$ cat src/tbp_pkg.sv
// ----------------------------------------------------------------------------
// tbp_pkg
// shared types, constants and helper functions of the tage branch predictor
// ----------------------------------------------------------------------------
package tbp_pkg;

	localparam int MAX_TABLES          = 12;
	localparam int NUM_TABLES_DEF      = 12;
	localparam int BIMODAL_ENTRIES_DEF = 16384;
	localparam int MAX_HISTORY_DEF     = 640;
	localparam int PATH_BITS_DEF       = 16;

	localparam int MAX_IDX_W  = 11;
	localparam int TAG_W      = 15;
	localparam int CTR_W      = 3;
	localparam int TBL_ID_W   = 4;
	localparam int CFG_IDX_W  = 2;
	localparam int CFG_DATA_W = 16;

	localparam int IDX_WIDTH [MAX_TABLES] = '{9, 9, 10, 10, 10, 10, 11, 11, 11, 11, 10, 10};
	localparam int TAG_WIDTH [MAX_TABLES] = '{15, 14, 13, 12, 12, 11, 10, 9, 8, 8, 7, 7};
	localparam int HIST_LEN  [MAX_TABLES] = '{640, 430, 254, 160, 101, 64, 40, 25, 16, 10, 6, 4};

	localparam logic [15:0] LFSR_MASK    = 16'hB400;
	localparam logic [1:0]  BIM_RESET    = 2'd2;
	localparam logic [7:0]  AGING_RESET  = 8'd20;
	localparam logic [4:0]  ALLOC_RESET  = 5'd12;
	localparam logic [15:0] LFSR_RESET   = 16'd1;

	typedef enum logic [CFG_IDX_W-1:0] {
		CFG_AGING_PERIOD = 2'd0,
		CFG_ALLOC_ONE_IN = 2'd1,
		CFG_LFSR_SEED    = 2'd2
	} cfg_reg_t;

	typedef enum logic [2:0] {
		ST_CLEAR,
		ST_IDLE,
		ST_LOOKUP,
		ST_ALLOC_HI,
		ST_ALLOC_LO,
		ST_AGE
	} tbp_state_t;

	typedef struct packed {
		logic [63:0] pc;
		logic        taken;
	} tbp_req_t;

	typedef struct packed {
		logic                predicted_taken;
		logic [TBL_ID_W-1:0] provider_table;
		logic                used_alternate;
		logic [TBL_ID_W-1:0] allocated_table;
	} tbp_rsp_t;

	typedef struct packed {
		logic                 we_tc;
		logic                 we_u0;
		logic                 we_u1;
		logic [MAX_IDX_W-1:0] addr;
		logic [TAG_W-1:0]     tag;
		logic [CTR_W-1:0]     ctr;
		logic [1:0]           u;
	} tbp_bank_wr_t;

	typedef struct packed {
		logic [TAG_W-1:0] tag;
		logic [CTR_W-1:0] ctr;
		logic [1:0]       u;
	} tbp_bank_rd_t;

	typedef struct packed {
		logic shift;
		logic taken;
	} tbp_hist_ctl_t;

	function automatic logic [CTR_W-1:0] sat_ctr(input logic [CTR_W-1:0] v, input logic up);
		if (up && v != 3'd7)
			return v + 3'd1;
		if (!up && v != 3'd0)
			return v - 3'd1;
		return v;
	endfunction

	function automatic logic [1:0] sat_2b(input logic [1:0] v, input logic up);
		if (up && v != 2'd3)
			return v + 2'd1;
		if (!up && v != 2'd0)
			return v - 2'd1;
		return v;
	endfunction

	function automatic logic [15:0] lfsr_next(input logic [15:0] v);
		logic [15:0] s;
		s = v >> 1;
		if (v[0])
			s = s ^ LFSR_MASK;
		return s;
	endfunction

	// one byte of a restoring remainder, msb first
	function automatic logic [4:0] mod_byte(input logic [4:0] rem, input logic [7:0] b,
			input logic [4:0] div);
		logic [5:0] r;
		logic [5:0] d;
		d = (div == 5'd0) ? 6'd1 : {1'b0, div};
		r = {1'b0, rem};
		for (int k = 7; k >= 0; k--) begin
			r = {r[4:0], b[k]};
			if (r >= d)
				r = r - d;
		end
		return r[4:0];
	endfunction

endpackage

$ cat src/tbp_hist.sv
// ----------------------------------------------------------------------------
// tbp_hist
// global, path and folded histories, shifted once per resolved branch
// ----------------------------------------------------------------------------
module tbp_hist #(
	parameter int NUM_TABLES  = tbp_pkg::NUM_TABLES_DEF,
	parameter int MAX_HISTORY = tbp_pkg::MAX_HISTORY_DEF,
	parameter int PATH_BITS   = tbp_pkg::PATH_BITS_DEF
) (
	input  logic                        clk,
	input  logic                        arst_n,
	input  tbp_pkg::tbp_hist_ctl_t      ctl,
	output logic [PATH_BITS-1:0]        path,
	output logic [tbp_pkg::TAG_W-1:0]   fidx [NUM_TABLES],
	output logic [tbp_pkg::TAG_W-1:0]   fta  [NUM_TABLES],
	output logic [tbp_pkg::TAG_W-1:0]   ftb  [NUM_TABLES]
);
	import tbp_pkg::*;

	logic [MAX_HISTORY:0]   ghist_q;
	logic [MAX_HISTORY:0]   ghist_d;
	logic [PATH_BITS-1:0]   path_q;
	logic [TAG_W-1:0]       fidx_q [NUM_TABLES];
	logic [TAG_W-1:0]       fta_q  [NUM_TABLES];
	logic [TAG_W-1:0]       ftb_q  [NUM_TABLES];

	function automatic logic [TAG_W-1:0] fold_next(input logic [TAG_W-1:0] v, input logic g0,
			input logic gh, input int unsigned w, input int unsigned s);
		logic [TAG_W:0] x;
		logic [TAG_W:0] m;
		x    = {v, g0};
		x[0] = x[0] ^ x[w];
		x[s] = x[s] ^ gh;
		m    = ((TAG_W+1)'(1) << w) - (TAG_W+1)'(1);
		return TAG_W'(x & m);
	endfunction

	assign ghist_d = {ghist_q[MAX_HISTORY-1:0], ctl.taken};

	always_ff @(posedge clk or negedge arst_n) begin
		if (!arst_n) begin
			ghist_q <= '0;
			path_q  <= '0;
		end else if (ctl.shift) begin
			ghist_q <= ghist_d;
			path_q  <= PATH_BITS'({path_q, ctl.taken});
		end
	end

	for (genvar i = 0; i < NUM_TABLES; i++) begin : g_fold
		localparam int H  = (HIST_LEN[i] > MAX_HISTORY) ? MAX_HISTORY : HIST_LEN[i];
		localparam int W  = TAG_WIDTH[i];
		localparam int SA = H % W;
		localparam int SB = H % (W - 1);

		always_ff @(posedge clk or negedge arst_n) begin
			if (!arst_n) begin
				fidx_q[i] <= '0;
				fta_q[i]  <= '0;
				ftb_q[i]  <= '0;
			end else if (ctl.shift) begin
				fidx_q[i] <= fold_next(fidx_q[i], ctl.taken, ghist_d[H], W, SA);
				fta_q[i]  <= fold_next(fta_q[i], ctl.taken, ghist_d[H], W, SA);
				ftb_q[i]  <= fold_next(ftb_q[i], ctl.taken, ghist_d[H], W - 1, SB);
			end
		end

		assign fidx[i] = fidx_q[i];
		assign fta[i]  = fta_q[i];
		assign ftb[i]  = ftb_q[i];
	end

	assign path = path_q;

endmodule

$ cat config.mk
export PLATFORM = sky130hd
export DESIGN_NAME = tbp_hist
export DESIGN_NICKNAME = d
export VERILOG_FILES = /design/src/tbp_pkg.sv /design/src/tbp_hist.sv
export SDC_FILE = /design/constraint.sdc
export NUM_CORES = 1
export LEC_CHECK = 0
export ABC_AREA = 1
export BUFFER_PORTS_ARGS = -buffer_cell sky130_fd_sc_hd__buf_2
export CAP_MARGIN = 20
export CELL_PAD_IN_SITES_DETAIL_PLACEMENT = 1
export CELL_PAD_IN_SITES_GLOBAL_PLACEMENT = 1
export CORE_ASPECT_RATIO = 0.9
export CORE_MARGIN = 2
export CORE_UTILIZATION = 25
export DETAILED_ROUTE_END_ITERATION = 10
export HOLD_SLACK_MARGIN = 0.12
export PLACE_DENSITY = 0.47
export SKIP_LAST_GASP = 1
export SYNTH_ARGS = -nofsm -noshare
export SYNTH_HDL_FRONTEND = slang
export SYNTH_SLANG_ARGS = --single-unit
$ cat constraint.sdc
create_clock -name clk -period 1.2 [get_ports clk]
set_input_delay 0.18 -clock clk [delete_from_list [all_inputs] [get_ports clk]]
set_output_delay 0.18 -clock clk [all_outputs]
set_load 0.01 [all_outputs]
; ---- After elaboration in Yosys (flattened, before gate mapping)
; Cells that the tools add are included.
[op_classes]
bitwise = 72
[ops]
columns = cell, n
row1 = $xor A1 B1 Y1, 72
[word_totals]
wordCells = 110
reg_bits = 1022

; ---- Logic depth before layout (Yosys ltp)
[depth]
depth_word = 2
depth_mapped = 8
ltp_nobuf = 5

; ---- Worst setup path before layout
; OpenSTA, ideal clock, no wires.
[synth_timing]
path_type = input-to-reg
startpoint = in ctl[1] in the netlist's numbering
endpoint = reg ftb_q (netlist bit ftb[15])
setup_slack_ns = 0.080
arrival_ns = 0.996
stages = 8
t_required_ns = 1.076
n_path_buf = 5
setup_time_ns = 0.124
cell_sequence = buf_4 -> inv_4 -> buf_6 -> buf_6 -> buf_6 -> buf_6 -> nand2_1 -> nand3_1
[synth_rtl]
columns = item, line
row1 = "start, declared", tbp_hist.sv:12  ; input tbp_pkg::tbp_hist_ctl_t ctl,
row2 = "end signal, assigned by index", tbp_hist.sv:64  ; ftb_q[i] <= fold_next(ftb_q[i], ctl.taken, ghist_d[H], W - 1, SB);
row3 = "end, declared", tbp_hist.sv:25  ; logic [TAG_W-1:0] ftb_q [NUM_TABLES];

==> metrics.txt <==
status=finished, violations left; failing checks=setup timing; hpwl dp=72900 µm; Detailed Routing Iterations Pass 1=4; Layout Skew=0.02104 ns; combinational family with the most area after synthesis=simple AND/OR/NAND/NOR gates; Vias/cell=4.066; met3 WL=6972 µm; Primary FF master, synth=dfrtp_1; via count=28960; Hold WS=0.1295 ns; multi-input logic area=10260 µm²; Max Used Layer=met4; CTS Buffer Depth=3; slowest cell on the critical path=dfrtp_2; clk slew on worst S/H paths=0.06 ns; die area=159800 µm²; aggregate global routing overflow=0; crit path from=ghist_q[10]; CTS root buffer=clkbuf_16; gr usage total=14.18%; endpoints failing setup=391; final antenna-violating net count=0; Synth top cells by count=nand2_1, dfrtp_1, o21ai_0; LEAKAGE=25.73 nW; PortBufs=385; GPL Wtd Cong=0.7348; CTS Buf Count=118; Critical Path AT=1.37 ns; CTS HTree Levels=3; die boundary width=421.1 µm; Pwr Density=1912 nW/µm²; #FFs+latches synth=1006; Met1 Routed Length=49610 µm; VDD IR-drop max=1051 µV; Compound-Gate Fraction of Synth Area=11.87%; 1st-iter DRT viols=1349; crit-path max cell delay=0.50 ns; RSZ-0062 raised after global routing=true; fillers=17840; RR Startpoint=ghist_q[639]; Area growth, synth to finish=35.16%; Final Util=34.07%; FP Rows=137; ant diodes=0; Syn Area/Cell=9.556 µm²; CTS tree=done; HP Class=in2reg; simple-gate area share of the yosys netlist=12.43%; vias in the first global route=30290; Internal=72.32 mW; Detail Route met2 WL=55100 µm; clk sink count=1006; number of flops mapped to enable cells by yosys=0; Synth Instances=4096; post-synth top area share=64.31%; hold_sp=ctl[1]; Area contributors post-synth=dfrtp_1, nand2_1, o21ai_0; Post-Synth XOR/XNOR Area=0.2014%; global-route wire length before repair=180100 µm; DP Cell Count=6555; most frequent cell after synthesis=nand2_1; CP startpoint kind=register; Initial Utilization=25.20%; initial antenna violation count=1; Seq/Total Area, Yosys=64.31%; Critical Path Fanout Max=2; Comb power frac=19.7%; share of layout cells above drive strength 1=23.31%; leading area contributor after synthesis=dfrtp_1; Fin. Hold Viols=0; CP cell instances=buf_6; sequential cell area=25210 µm²; Post-synth ARST share=100.0%; max-cap violation count=0; nets=4939; synthesized area=39140 µm²; critical path capture point type=primary output; area share of fa/ha/maj cells after synthesis=0%; Yosys warnings=0; Net Sw Frac=28.49%; setup_tns=-87.28 ns; FMAX=0.6434 GHz; final setup margin=-0.3543 ns; Req. time, crit path=1.02 ns; Worst-Margin Slew=0.7898 ns; Die Ht=379.4 µm; Net Switching=28.81 mW; clock share of power=37.4%; CP Class=reg2out; Slew headroom=47.17%; routed len/inst=16.07 µm; unique cell type count in the Yosys netlist=19; largest net degree at the start of global routing=76; DRC viols=0; Buf/Inv on CP=1; Finished Layout Cells=7122; crit share post-route=129.5%; clk_lat worst skew=0.72 ns; Boundary Pins=560; post-route minimum period=1.554 ns; fin. max-slew vios=0; overall routed net length=114500 µm; mux cell area share after synthesis=0%; core area=155300 µm²; Setup WS pre-CTS=-0.1887 ns; Reg power frac=42.9%; Top delay family on crit path=flip-flops
==> layout make-up <==
cell class / count / area share [%]
tap: 2085 / 4.931
inverter: 465 / 3.330
multi-input combinational: 2382 / 19.39
clock buffer: 175 / 6.807
clock inverter: 47 / 1.017
sequential: 1006 / 47.65
timing repair buffer: 962 / 16.88
==> layout by cell type, fill, tap and decap left out, types with 3 or more instances in the layout <==
| master | count |
|---|---|
| buf_12 | 81 |
| buf_2 | 134 |
| buf_4 | 468 |
| buf_6 | 250 |
| bufinv_16 | 11 |
| clkbuf_1 | 17 |
| clkbuf_16 | 121 |
| clkbuf_8 | 37 |
| clkinv_2 | 31 |
| conb_1 | 174 |
| dfrtp_1 | 977 |
| dfrtp_2 | 29 |
| dlygate4sd3_1 | 24 |
| dlymetal6s4s_1 | 3 |
| inv_1 | 462 |
| nand2_1 | 1229 |
| nand3_1 | 31 |
| nor2_1 | 20 |
| o211ai_1 | 22 |
| o21ai_0 | 686 |
| o21ai_1 | 197 |
| o22ai_1 | 10 |
| xor2_1 | 9 |
==> kinds of logic (layout without fill, tap and decap cells) <==
group / count (synthesis) / after routing
flip-flops: 1006 / 1006
other: 1 / 174
AO/OA/AOI/OAI: 915 / 915
AND/OR/NAND/NOR: 1284 / 1284
buffers and inverters: 881 / 1649
XOR/XNOR: 9 / 9
==> path summary, 6_finish.rpt <==
kind,cells after the start,endpoint,slack [ns]
min in group asynchronous,3,ghist_q[592],0.19
max,1,path[10],-0.35
min reg2reg,2,ghist_q[630],0.47
max in group asynchronous,4,fta[64],0.43
min,4,ghist_q[91],0.13
max reg2reg,5,fidx[175],0.12
==> power by group through the flow <==
stage	sequential (mW)	clock, mW	combinational [mW]
floorplan	44.2	0	6.79
global placement	44.1	0	14.2
detailed placement	44.2	0	14.4
CTS	43.5	39.3	19.6
global route	44.1	40.6	22.4
finish	43.4	37.8	19.9
==> per-stage QoR <==
step                area [µm²]  power (mW)
finish                   52900       101.1
global route             52900       107.2
CTS                      52280       102.4
detailed placement       44430       58.65
global placement         44430       58.36
floorplan                39790       50.98
==> state kept, by name (all words and copies together), names as in the netlist <==
name,cells
fidx,126
fta,126
ftb,114
ghist_q,640
==> repair_timing <==
action                                  in CTS  in global routing
hold endpoints to repair                  1207                 17
endpoints found under the setup margin     382                755
hold buffers                                36                  3
resized for setup                          404                 33
pin swaps                                    0                  0
cloned                                       0                  0
buffers inserted                           248                 67
==> layer usage <==
metal	vias to the layer above	global-route usage, %
li1	14110	-
met1	14320	17.70
met2	404	23.46
met3	129	4.141
met4	0	4.734
met5	-	0
Power figures use the tool's default switching activity.
